[config.mk]
export PLATFORM = sky130hd
export DESIGN_NAME = heading_pid_speed_command
export DESIGN_NICKNAME = d
export VERILOG_FILES = /design/src/rtl/core/hpsc_pkg.sv /design/src/rtl/core/heading_pid_speed_command.sv /design/src/rtl/core/hpsc_err_mul.sv /design/src/rtl/core/hpsc_accum.sv /design/src/rtl/core/hpsc_speed_out.sv
export SDC_FILE = /design/constraint.sdc
export NUM_CORES = 2
export LEC_CHECK = 0
export BUFFER_PORTS_ARGS = -buffer_cell sky130_fd_sc_hd__buf_2
export CORE_ASPECT_RATIO = 1.25
export CORE_MARGIN = 8
export CORE_UTILIZATION = 55
export CTS_CLUSTER_SIZE = 10
export DETAILED_ROUTE_END_ITERATION = 6
export PLACE_DENSITY = 0.81
export RECOVER_POWER = 50
export SYNTH_ARGS = -nofsm -noshare
export SYNTH_HDL_FRONTEND = slang
export SYNTH_HIERARCHICAL = 1
export SYNTH_SLANG_ARGS = --single-unit
[constraint.sdc]
create_clock -name i_clk -period 22.6 [get_ports i_clk]
set_input_delay 4.52 -clock i_clk [delete_from_list [all_inputs] [get_ports i_clk]]
set_output_delay 4.52 -clock i_clk [all_outputs]
set_load 0.05 [all_outputs]
[src/rtl/core/hpsc_pkg.sv]
package hpsc_pkg;

    // field widths
    localparam int HEAD_W     = 16;
    localparam int ERR_W      = 18;
    localparam int GAIN_W     = 24;
    localparam int PROD_W     = GAIN_W + ERR_W;
    localparam int SETPT_W    = 9;
    localparam int BAND_W     = 10;
    localparam int LIMIT_W    = 15;
    localparam int SPEED_W    = 16;
    localparam int FRAC_BITS  = 16;

    localparam int CFG_IDX_W  = 3;
    localparam int CFG_DATA_W = 24;

    localparam int ACCUM_WIDTH_DEF = 48;

    // register indexes
    localparam logic [CFG_IDX_W-1:0] REG_SETPOINT   = 3'd0;
    localparam logic [CFG_IDX_W-1:0] REG_GAIN_NOW   = 3'd1;
    localparam logic [CFG_IDX_W-1:0] REG_GAIN_PREV  = 3'd2;
    localparam logic [CFG_IDX_W-1:0] REG_GAIN_PREV2 = 3'd3;
    localparam logic [CFG_IDX_W-1:0] REG_BAND       = 3'd4;
    localparam logic [CFG_IDX_W-1:0] REG_LIMIT      = 3'd5;

    // reset values
    localparam logic [SETPT_W-1:0]       SETPT_RST  = 9'd180;
    localparam logic signed [GAIN_W-1:0] GAIN0_RST  = -24'sd261161;
    localparam logic signed [GAIN_W-1:0] GAIN1_RST  = 24'sd425656;
    localparam logic signed [GAIN_W-1:0] GAIN2_RST  = -24'sd173234;
    localparam logic [BAND_W-1:0]        BAND_RST   = 10'd40;
    localparam logic [LIMIT_W-1:0]       LIMIT_RST  = 15'd5500;

    // products of one tick, stage 1 to stage 2
    typedef struct packed {
        logic signed [PROD_W-1:0] p_now;
        logic signed [PROD_W-1:0] p_prev;
        logic signed [PROD_W-1:0] p_prev2;
        logic                     in_band;
    } t_prod_beat;

endpackage

[src/rtl/core/heading_pid_speed_command.sv]
// Heading PID speed command, incremental (velocity form) PID on compass heading.
// Pipeline: an accepted heading beat passes through these registers in order
//   (input reg -> multiply reg -> saturating accumulator reg -> output reg).
// Throughput: one beat per cycle unless held by i_out_ready low.
// Reset (i_rst_n low, synchronous): pipeline emptied, error history and accumulator
//   cleared, registers back to their defaults.
module heading_pid_speed_command #(
    parameter int ACCUM_WIDTH = hpsc_pkg::ACCUM_WIDTH_DEF
) (
    input  logic                                 i_clk,
    input  logic                                 i_rst_n,
    // heading beats
    input  logic                                 i_in_valid,
    output logic                                 o_in_ready,
    input  logic [hpsc_pkg::HEAD_W-1:0]          i_heading_tenths,
    // speed command beats
    output logic                                 o_out_valid,
    input  logic                                 i_out_ready,
    output logic signed [hpsc_pkg::SPEED_W-1:0]  o_speed_cmd,
    output logic                                 o_in_band,
    // register writes
    input  logic                                 i_cfg_valid,
    output logic                                 o_cfg_ready,
    input  logic [hpsc_pkg::CFG_IDX_W-1:0]       i_cfg_index,
    input  logic [hpsc_pkg::CFG_DATA_W-1:0]      i_cfg_data
);

    // ---------------------------------------------------------------
    // Register file. Writes land any cycle; unknown indexes are dropped.
    // ---------------------------------------------------------------
    logic [hpsc_pkg::SETPT_W-1:0]        r_setpoint;
    logic signed [hpsc_pkg::GAIN_W-1:0]  r_gain_now;
    logic signed [hpsc_pkg::GAIN_W-1:0]  r_gain_prev;
    logic signed [hpsc_pkg::GAIN_W-1:0]  r_gain_prev2;
    logic [hpsc_pkg::BAND_W-1:0]         r_band;
    logic [hpsc_pkg::LIMIT_W-1:0]        r_limit;

    assign o_cfg_ready = 1'b1;

    always_ff @(posedge i_clk) begin
        if (!i_rst_n) begin
            r_setpoint   <= hpsc_pkg::SETPT_RST;
            r_gain_now   <= hpsc_pkg::GAIN0_RST;
            r_gain_prev  <= hpsc_pkg::GAIN1_RST;
            r_gain_prev2 <= hpsc_pkg::GAIN2_RST;
            r_band       <= hpsc_pkg::BAND_RST;
            r_limit      <= hpsc_pkg::LIMIT_RST;
        end else if (i_cfg_valid) begin
            case (i_cfg_index)
                hpsc_pkg::REG_SETPOINT: begin
                    r_setpoint <= i_cfg_data[hpsc_pkg::SETPT_W-1:0];
                end
                hpsc_pkg::REG_GAIN_NOW: begin
                    r_gain_now <= i_cfg_data;
                end
                hpsc_pkg::REG_GAIN_PREV: begin
                    r_gain_prev <= i_cfg_data;
                end
                hpsc_pkg::REG_GAIN_PREV2: begin
                    r_gain_prev2 <= i_cfg_data;
                end
                hpsc_pkg::REG_BAND: begin
                    r_band <= i_cfg_data[hpsc_pkg::BAND_W-1:0];
                end
                hpsc_pkg::REG_LIMIT: begin
                    r_limit <= i_cfg_data[hpsc_pkg::LIMIT_W-1:0];
                end
                default: begin
                end
            endcase
        end
    end

    // ---------------------------------------------------------------
    // Input register: holds the heading beat; each stage has its own
    // valid and takes a new beat whenever it is empty or draining.
    // ---------------------------------------------------------------
    logic                          r_in_valid;
    logic [hpsc_pkg::HEAD_W-1:0]   r_heading;
    logic                          mul_ready;

    assign o_in_ready = !r_in_valid || mul_ready;

    always_ff @(posedge i_clk) begin
        if (!i_rst_n) begin
            r_in_valid <= 1'b0;
        end else if (o_in_ready) begin
            r_in_valid <= i_in_valid;
        end
    end

    always_ff @(posedge i_clk) begin
        if (i_in_valid && o_in_ready) begin
            r_heading <= i_heading_tenths;
        end
    end

    // ---------------------------------------------------------------
    // Stage 1: error, band check, the three Q16 products; error history.
    // ---------------------------------------------------------------
    logic                  mul_valid;
    logic                  acc_ready;
    hpsc_pkg::t_prod_beat  mul_beat;

    hpsc_err_mul u_err_mul (
        .i_clk        (i_clk),
        .i_rst_n      (i_rst_n),
        .i_valid      (r_in_valid),
        .o_ready      (mul_ready),
        .i_heading    (r_heading),
        .i_setpoint   (r_setpoint),
        .i_gain_now   (r_gain_now),
        .i_gain_prev  (r_gain_prev),
        .i_gain_prev2 (r_gain_prev2),
        .i_band       (r_band),
        .o_valid      (mul_valid),
        .i_ready      (acc_ready),
        .o_beat       (mul_beat)
    );

    // ---------------------------------------------------------------
    // Stage 2: u = sat(u_prev + sum of products), saturating at the
    // accumulator width rather than wrapping.
    // ---------------------------------------------------------------
    logic                          acc_valid;
    logic                          out_stage_ready;
    logic signed [ACCUM_WIDTH-1:0] acc_value;
    logic                          acc_in_band;

    hpsc_accum #(
        .ACCUM_WIDTH (ACCUM_WIDTH)
    ) u_accum (
        .i_clk     (i_clk),
        .i_rst_n   (i_rst_n),
        .i_valid   (mul_valid),
        .o_ready   (acc_ready),
        .i_beat    (mul_beat),
        .o_valid   (acc_valid),
        .i_ready   (out_stage_ready),
        .o_accum   (acc_value),
        .o_in_band (acc_in_band)
    );

    // ---------------------------------------------------------------
    // Stage 3: drop the Q16 fraction toward zero, clamp to +/-limit,
    // result register facing the consumer.
    // ---------------------------------------------------------------
    hpsc_speed_out #(
        .ACCUM_WIDTH (ACCUM_WIDTH)
    ) u_speed_out (
        .i_clk     (i_clk),
        .i_rst_n   (i_rst_n),
        .i_valid   (acc_valid),
        .o_ready   (out_stage_ready),
        .i_accum   (acc_value),
        .i_in_band (acc_in_band),
        .i_limit   (r_limit),
        .o_valid   (o_out_valid),
        .i_ready   (i_out_ready),
        .o_speed   (o_speed_cmd),
        .o_in_band (o_in_band)
    );

endmodule

[src/rtl/core/hpsc_err_mul.sv]
module hpsc_err_mul (
    input  logic                                  i_clk,
    input  logic                                  i_rst_n,
    input  logic                                  i_valid,
    output logic                                  o_ready,
    input  logic [hpsc_pkg::HEAD_W-1:0]           i_heading,
    input  logic [hpsc_pkg::SETPT_W-1:0]          i_setpoint,
    input  logic signed [hpsc_pkg::GAIN_W-1:0]    i_gain_now,
    input  logic signed [hpsc_pkg::GAIN_W-1:0]    i_gain_prev,
    input  logic signed [hpsc_pkg::GAIN_W-1:0]    i_gain_prev2,
    input  logic [hpsc_pkg::BAND_W-1:0]           i_band,
    output logic                                  o_valid,
    input  logic                                  i_ready,
    output hpsc_pkg::t_prod_beat                  o_beat
);

    logic                                r_valid;
    hpsc_pkg::t_prod_beat                r_beat;
    hpsc_pkg::t_prod_beat                n_beat;
    logic signed [hpsc_pkg::ERR_W-1:0]   r_err_last;
    logic signed [hpsc_pkg::ERR_W-1:0]   r_err_prev2;
    logic signed [hpsc_pkg::ERR_W-1:0]   err;
    logic [hpsc_pkg::ERR_W-1:0]          sp_x10;
    logic [hpsc_pkg::ERR_W-1:0]          mag;
    logic                                load;

    // setpoint * 10 = 8x + 2x, in tenths
    assign sp_x10 = (hpsc_pkg::ERR_W)'({i_setpoint, 3'b000})
                  + (hpsc_pkg::ERR_W)'({i_setpoint, 1'b0});
    assign err    = $signed(sp_x10 - (hpsc_pkg::ERR_W)'(i_heading));
    assign mag    = err[hpsc_pkg::ERR_W-1] ? (-err) : err;

    always_comb begin
        n_beat.p_now   = (hpsc_pkg::PROD_W)'(i_gain_now)   * (hpsc_pkg::PROD_W)'(err);
        n_beat.p_prev  = (hpsc_pkg::PROD_W)'(i_gain_prev)  * (hpsc_pkg::PROD_W)'(r_err_last);
        n_beat.p_prev2 = (hpsc_pkg::PROD_W)'(i_gain_prev2) * (hpsc_pkg::PROD_W)'(r_err_prev2);
        n_beat.in_band = (mag <= (hpsc_pkg::ERR_W)'(i_band));
    end

    assign o_ready = !r_valid || i_ready;
    assign load    = i_valid && o_ready;

    always_ff @(posedge i_clk) begin
        if (!i_rst_n) begin
            r_valid     <= 1'b0;
            r_err_last  <= '0;
            r_err_prev2 <= '0;
        end else begin
            if (o_ready) begin
                r_valid <= i_valid;
            end
            if (load) begin
                r_err_prev2 <= r_err_last;
                r_err_last  <= err;
            end
        end
    end

    always_ff @(posedge i_clk) begin
        if (load) begin
            r_beat <= n_beat;
        end
    end

    assign o_valid = r_valid;
    assign o_beat  = r_beat;

endmodule

[src/rtl/core/hpsc_accum.sv]
module hpsc_accum #(
    parameter int ACCUM_WIDTH = hpsc_pkg::ACCUM_WIDTH_DEF
) (
    input  logic                          i_clk,
    input  logic                          i_rst_n,
    input  logic                          i_valid,
    output logic                          o_ready,
    input  hpsc_pkg::t_prod_beat          i_beat,
    output logic                          o_valid,
    input  logic                          i_ready,
    output logic signed [ACCUM_WIDTH-1:0] o_accum,
    output logic                          o_in_band
);

    localparam int SUM_W = ((ACCUM_WIDTH > hpsc_pkg::PROD_W + 2) ?
                            ACCUM_WIDTH : hpsc_pkg::PROD_W + 2) + 2;
    localparam logic [ACCUM_WIDTH-1:0] ACC_MAX = {1'b0, {(ACCUM_WIDTH-1){1'b1}}};
    localparam logic [ACCUM_WIDTH-1:0] ACC_MIN = {1'b1, {(ACCUM_WIDTH-1){1'b0}}};

    logic                          r_valid;
    logic                          r_in_band;
    logic signed [ACCUM_WIDTH-1:0] r_accum;
    logic signed [ACCUM_WIDTH-1:0] n_accum;
    logic signed [SUM_W-1:0]       sum;
    logic                          ovf;
    logic                          load;

    assign sum = (SUM_W)'(r_accum)
               + (SUM_W)'(i_beat.p_now)
               + (SUM_W)'(i_beat.p_prev)
               + (SUM_W)'(i_beat.p_prev2);

    // out of range when the bits above the accumulator sign differ from it
    assign ovf = (sum[SUM_W-1:ACCUM_WIDTH-1] != {(SUM_W-ACCUM_WIDTH+1){sum[SUM_W-1]}});

    always_comb begin
        if (ovf) begin
            n_accum = sum[SUM_W-1] ? $signed(ACC_MIN) : $signed(ACC_MAX);
        end else begin
            n_accum = sum[ACCUM_WIDTH-1:0];
        end
    end

    assign o_ready = !r_valid || i_ready;
    assign load    = i_valid && o_ready;

    always_ff @(posedge i_clk) begin
        if (!i_rst_n) begin
            r_valid <= 1'b0;
            r_accum <= '0;
        end else begin
            if (o_ready) begin
                r_valid <= i_valid;
            end
            if (load) begin
                r_accum <= n_accum;
            end
        end
    end

    always_ff @(posedge i_clk) begin
        if (load) begin
            r_in_band <= i_beat.in_band;
        end
    end

    assign o_valid   = r_valid;
    assign o_accum   = r_accum;
    assign o_in_band = r_in_band;

endmodule

[src/rtl/core/hpsc_speed_out.sv]
module hpsc_speed_out #(
    parameter int ACCUM_WIDTH = hpsc_pkg::ACCUM_WIDTH_DEF
) (
    input  logic                                 i_clk,
    input  logic                                 i_rst_n,
    input  logic                                 i_valid,
    output logic                                 o_ready,
    input  logic signed [ACCUM_WIDTH-1:0]        i_accum,
    input  logic                                 i_in_band,
    input  logic [hpsc_pkg::LIMIT_W-1:0]         i_limit,
    output logic                                 o_valid,
    input  logic                                 i_ready,
    output logic signed [hpsc_pkg::SPEED_W-1:0]  o_speed,
    output logic                                 o_in_band
);

    localparam int QW = ACCUM_WIDTH - hpsc_pkg::FRAC_BITS + 1;

    logic                                r_valid;
    logic signed [hpsc_pkg::SPEED_W-1:0] r_speed;
    logic                                r_in_band;
    logic signed [QW-2:0]                q_floor;
    logic signed [QW-1:0]                quot;
    logic signed [QW-1:0]                lim_p;
    logic signed [QW-1:0]                lim_n;
    logic signed [QW-1:0]                clamped;
    logic                                round_up;
    logic                                load;

    // divide by 2^16 toward zero: floor shift, bump negatives with a fraction
    assign q_floor  = i_accum[ACCUM_WIDTH-1:hpsc_pkg::FRAC_BITS];
    assign round_up = i_accum[ACCUM_WIDTH-1] & (|i_accum[hpsc_pkg::FRAC_BITS-1:0]);
    assign quot     = (QW)'(q_floor) + {{(QW-1){1'b0}}, round_up};
    assign lim_p    = (QW)'({1'b0, i_limit});
    assign lim_n    = -lim_p;

    always_comb begin
        if (quot > lim_p) begin
            clamped = lim_p;
        end else if (quot < lim_n) begin
            clamped = lim_n;
        end else begin
            clamped = quot;
        end
    end

    assign o_ready = !r_valid || i_ready;
    assign load    = i_valid && o_ready;

    always_ff @(posedge i_clk) begin
        if (!i_rst_n) begin
            r_valid <= 1'b0;
        end else if (o_ready) begin
            r_valid <= i_valid;
        end
    end

    always_ff @(posedge i_clk) begin
        if (load) begin
            r_speed   <= clamped[hpsc_pkg::SPEED_W-1:0];
            r_in_band <= i_in_band;
        end
    end

    assign o_valid   = r_valid;
    assign o_speed   = r_speed;
    assign o_in_band = r_in_band;

endmodule
# Word level (Yosys, flattened, before mapping)
# Index checks and enable logic that the tools add are counted.
# totals
ff_bits,355
in_bits,48
output_inout_bits,20
wordCells,68
# op_classes
add_sub_neg,8
n_mul,3
order_cmp,3
n_eq_ne,6
muxes,5
bitwise,1
reduce_logical,20
# ops
op,count
multiplier 24 x 18 -> 42 bit,3
2-to-1 mux 48 bit,2
adder 49 x 42 -> 50 bit,1
adder 50 x 42 -> 50 bit,1
adder 48 x 42 -> 49 bit,1
adder 32 x 2 -> 33 bit,1
> comparator 33 x 16 -> 1 bit,1
< comparator 33 bit,1
negator 15 -> 33 bit,1
<= comparator 18 x 10 -> 1 bit,1
2-to-1 mux 18 bit,1
negator 18 bit,1
subtractor 13 x 16 -> 17 bit,1
2-to-1 mux 16 bit,1
OR reduction 16 bit,1
2-to-1 mux 15 bit,1
adder 12 x 10 -> 13 bit,1
AND reduction 2 bit,6
equality test 3 x 2 -> 1 bit (second input constant),2
equality test 3 bit (second input constant),2
logical AND 1 bit,4
zero test 1 bit,4
logical OR 1 bit,4
equality test 3 x 1 -> 1 bit (second input constant),1
3 further kinds,3

# Longest topological paths before layout
# depth
depth_word,6
depth_mapped,36
depth_no_buf,33

# By module
# Netlist, hierarchy kept.
# modules_own_cells
module,n_inst,cells_per_inst,area_per_inst_um2,seq_area_each_um2
hpsc_err_mul,1,5231,49555.0,4424.2
hpsc_accum,1,883,7448.4,1011.0
heading_pid_speed_command,1,426,4713.3,2622.5
hpsc_speed_out,1,421,3414.5,530.5

# Least setup slack after synthesis
# No wires, ideal clock.
# synth_timing
path_type,input-to-output
from,input port i_out_ready
to,output port o_in_ready
t_arrival_ns,5.390
required_ns,18.080
slack_ns,12.690
stages,4
n_path_buf,0
cell_sequence,nand2b_1 > nand2b_1 > nand2b_1 > nand2b_1
# synth_via
elab_chain_len,4
# synth_lines
element,line,rtl
from (decl),heading_pid_speed_command.sv:18,"input logic i_out_ready,"
logical OR 1 bit,hpsc_speed_out.sv:47,assign o_ready = !r_valid || i_ready;
logical OR 1 bit,hpsc_accum.sv:44,assign o_ready = !r_valid || i_ready;
named net acc_ready,heading_pid_speed_command.sv:102,logic acc_ready;
logical OR 1 bit,hpsc_err_mul.sv:40,assign o_ready = !r_valid || i_ready;
named net mul_ready,heading_pid_speed_command.sv:80,logic mul_ready;
logical OR 1 bit,heading_pid_speed_command.sv:82,assign o_in_ready = !r_in_valid || mul_ready;
to (decl),heading_pid_speed_command.sv:14,"output logic o_in_ready,"
# The timed path passes the listed nets, and every way through them passes these cells.

# Worst setup path after layout
# layout_timing
from,input port i_out_ready
to,register u_err_mul/r_err_prev2[5] (netlist name)
# layout_via
elab_chain_len,4
# layout_lines
element,line,rtl
logical OR 1 bit,hpsc_speed_out.sv:47,
named net out_stage_ready,heading_pid_speed_command.sv:126,logic out_stage_ready;
logical OR 1 bit,hpsc_accum.sv:44,
named net acc_ready,heading_pid_speed_command.sv:102,
logical OR 1 bit,hpsc_err_mul.sv:40,
named net mul_ready,heading_pid_speed_command.sv:80,
logical AND 1 bit,hpsc_err_mul.sv:41,assign load = i_valid && o_ready;
to (signal assigned),hpsc_err_mul.sv:53,r_err_prev2 <= r_err_last;
to (decl),hpsc_err_mul.sv:21,logic signed [hpsc_pkg::ERR_W-1:0] r_err_prev2;
# The timed path passes the listed nets, and every way through them passes these cells.
# A chain may end at the register's enable or synchronous reset.

==> flow_metrics.env <==
export IMPL_worst_path_max_delay_cell="clkinvlp_2"
export IMPL_slew_headroom_pct=-152
export IMPL_cpMostUsedCell="nand2b_1"
export IMPL_maxSlewViolCount=455
export IMPL_num_io_pins=68
export IMPL_synthArstFlopShare_pct=0
export IMPL_worstSetupStartpointType="input pin"
export IMPL_met1_usage_pct=32.0
export IMPL_cp_end_kind="flop"
export IMPL_yosysTopAreaCell="fa_1"
export IMPL_firstDrtPassIters=5
export IMPL_layout_min_cycle_time_ns=12.35
export IMPL_outcome="finished with violations"
export IMPL_final_common_cell="inv_1"
export IMPL_cts_buffers=45
export IMPL_hold_end="r_band[6]"
export IMPL_ys_ff_latch=350
export IMPL_path_cells="buf_2 > nand2b_1 > nand2b_1 > nand2b_1 > nand2_1 > clkbuf_1 > clkinvlp_2 > buf_4 > nand2_1 > a21boi_0"
export IMPL_numPortBuffers=66
export IMPL_rsz0062_at_grt="false"
export IMPL_cts_htree_levels=2
export IMPL_period_share_pct=54.6
export IMPL_grt_antenna_before_repair=11
export IMPL_drt_total_wl_um=175000
export IMPL_final_cell_mix="inv_1 (1,518), fa_1 (1,301), nand2_1 (961)"
export IMPL_overflow=0
export IMPL_critPathMaxStageDelay_ns=4.13
export IMPL_hp_class="reg -> reg"
export IMPL_synthesis_nets=8725
export IMPL_synthTopCellsByArea="fa_1 (40%), inv_1 (8.7%), ha_1 (8.0%)"
export IMPL_cts_resized=0
export IMPL_grt_util_met2_pct=46.3
export IMPL_rows=141
export IMPL_final_nets=8605
export IMPL_hold_violations=0
export IMPL_ys_flop_type="dfxtp_1"
export IMPL_worstSetupPathType="in -> reg"
export IMPL_via_per_inst=5.70
export IMPL_cts_tree="built"
export IMPL_dp_hpwl_um=140000
export IMPL_worstReg2RegEnd="u_err_mul/o_beat[125]"
export IMPL_fmax_mhz=81.0
export IMPL_ys_types=112
export IMPL_place_area_um2=66800
export IMPL_path_clk_slew_ns=0.06
export IMPL_drive_above_1_share_pct=4.00
export IMPL_clk_latency_ns=0.61
export IMPL_ant_nets=0
export IMPL_grt_util_met3_pct=5.13
export IMPL_area_growth_synth_to_final_pct=4.46
export IMPL_synth_area_um2=65100
export IMPL_tightest_slew_ns=3.76
export IMPL_core_area_um2=118000
export IMPL_cts_sinks=350
export IMPL_grt_max_degree=94
export IMPL_grt_pass1_wl_um=280000
export IMPL_clock_skew_ns=0.0293
export IMPL_gp_congestion=0.956
export IMPL_cts_buffer_depth=3
export IMPL_ys_seq_area_share_pct=13.2
export IMPL_drtIter0Drc=3550
export IMPL_holdPathStages=2
export IMPL_synth_edf_count=158
export IMPL_busiest_layer="met2"
export IMPL_grt_pass1_vias=52374
export IMPL_path_depth=10
export IMPL_dieArea_um2=130000
export IMPL_r2r_cells=27
export IMPL_design_area_um2=68000
export IMPL_crit_family="buffers and inverters"
export IMPL_maxCapViolCount=9
export IMPL_drc=0
export IMPL_dr_total_vias=48155
export IMPL_hp_start="r_band[6]"
export IMPL_ctsHoldBuffers=0
export IMPL_crit_fanout=93
export IMPL_clockRootBuffer="clkbuf_16"
export IMPL_worstPathArrival_ns=12.81
export IMPL_cts_setup_buffers=0
export IMPL_syn_inst=6961
export IMPL_track_usage_pct=27.4
export IMPL_routedWlPerCell_um=20.7
export IMPL_synth_top_area_share_pct=40.0
export IMPL_die_y_um=401
export IMPL_ys_warn_count=6
export IMPL_cp_num_buf_inv=4
export IMPL_setup_tns_ns=0
export IMPL_violations="capacitance limit, slew limit"
export IMPL_initial_core_util_pct=55.3
export IMPL_worst_ep_required_time_ns=23.06
export IMPL_r2r_start="r_heading[1]"
export IMPL_syn_avg_cell_area_um2=9.36
export IMPL_rrSetupSlack_ns=12.65
export IMPL_setup_violations=0
export IMPL_die_w_um=324
## layout make-up
cell class,instances,area [µm²]
diodes,2,5.00
multi-input cells,4788,49600
clock buffers,70,1270
flip-flops and latches,350,8590
clock inverters,12,104
inverters,1521,5710
well taps,1573,1970
fillers,9953,49800
repair buffers,135,783
## per-layer routing
| metal | wire length, µm | part of all wire (%) | vias up |
|---|---|---|---|
| met5 | 82 | 0.047 | - |
| met4 | 13300 | 7.6 | 12 |
| met3 | 14600 | 8.3 | 656 |
| met2 | 84700 | 48 | 2252 |
| met1 | 62600 | 36 | 24186 |
| li1 | - | - | 21049 |
## registers in the layout (all words and copies together) (netlist names), 16 cells and up
| signal | flops |
|---|---|
| r_heading | 16 |
| u_accum/o_accum | 48 |
| u_err_mul/r_err_prev2 | 17 |
| r_gain_now | 24 |
| u_err_mul/o_beat | 124 |
| u_err_mul/r_err_last | 17 |
| r_gain_prev | 24 |
| u_speed_out/o_speed | 16 |
| r_gain_prev2 | 24 |
## through the flow
step	worst slack, ns	utilization (%)	std cells	hold WS [ns]
global route	9.77	57.7	8449	0.484
detailed placement	12.56	56.7	8367	0.460
finish	10.25	57.7	8451	0.467
floorplan	12.69	-	6961	0.400
CTS	12.56	57.8	8449	0.469
global placement	12.56	56.7	8367	0.449
## synthesized netlist by cell type (all sizes together), types with 96 or more instances
master,number
a21oi,166
and2,480
clkbuf,245
dfxtp,192
edfxtp,158
fa,1301
ha,415
inv,1519
mux2i,112
nand2,962
nor2,164
nor2b,96
o21ai,120
xnor2,150
## how the worst max path moves through the flow
stage / startpoint / endpoint / slack, ns
finish: i_out_ready / u_err_mul/r_err_prev2[5] / 10.25
CTS: i_out_ready / o_in_ready / 12.56
global route: i_out_ready / u_err_mul/r_err_prev2[16] / 9.77
floorplan: i_out_ready / o_in_ready / 12.69
global placement: i_out_ready / o_in_ready / 12.56
detailed placement: i_out_ready / o_in_ready / 12.56
## tightest hold or removal path, cell delays in order, from the launching register on
cell     delay (ns)
dfxtp_1        0.31
nand2_1        0.05
mux2i_1        0.06
## kinds of logic (layout without fill, tap and decap cells)
kind of cell    after synthesis  after routing  share of synthesized area (%)
mux                         118            118                           1.84
fa+ha+maj                  1717           1717                           48.0
other cells                   1              3                        0.00576
buf+inv                    1823           1738                           10.7
compound gates              675            675                           7.64
simple gates               2054           2054                           15.6
xor+xnor                    223            223                           3.04
flops                       350            350                           13.2
Power is left out: the tool's default activity adds up to more than one toggle a clock period on the data nets, which glitch-free logic cannot reach.
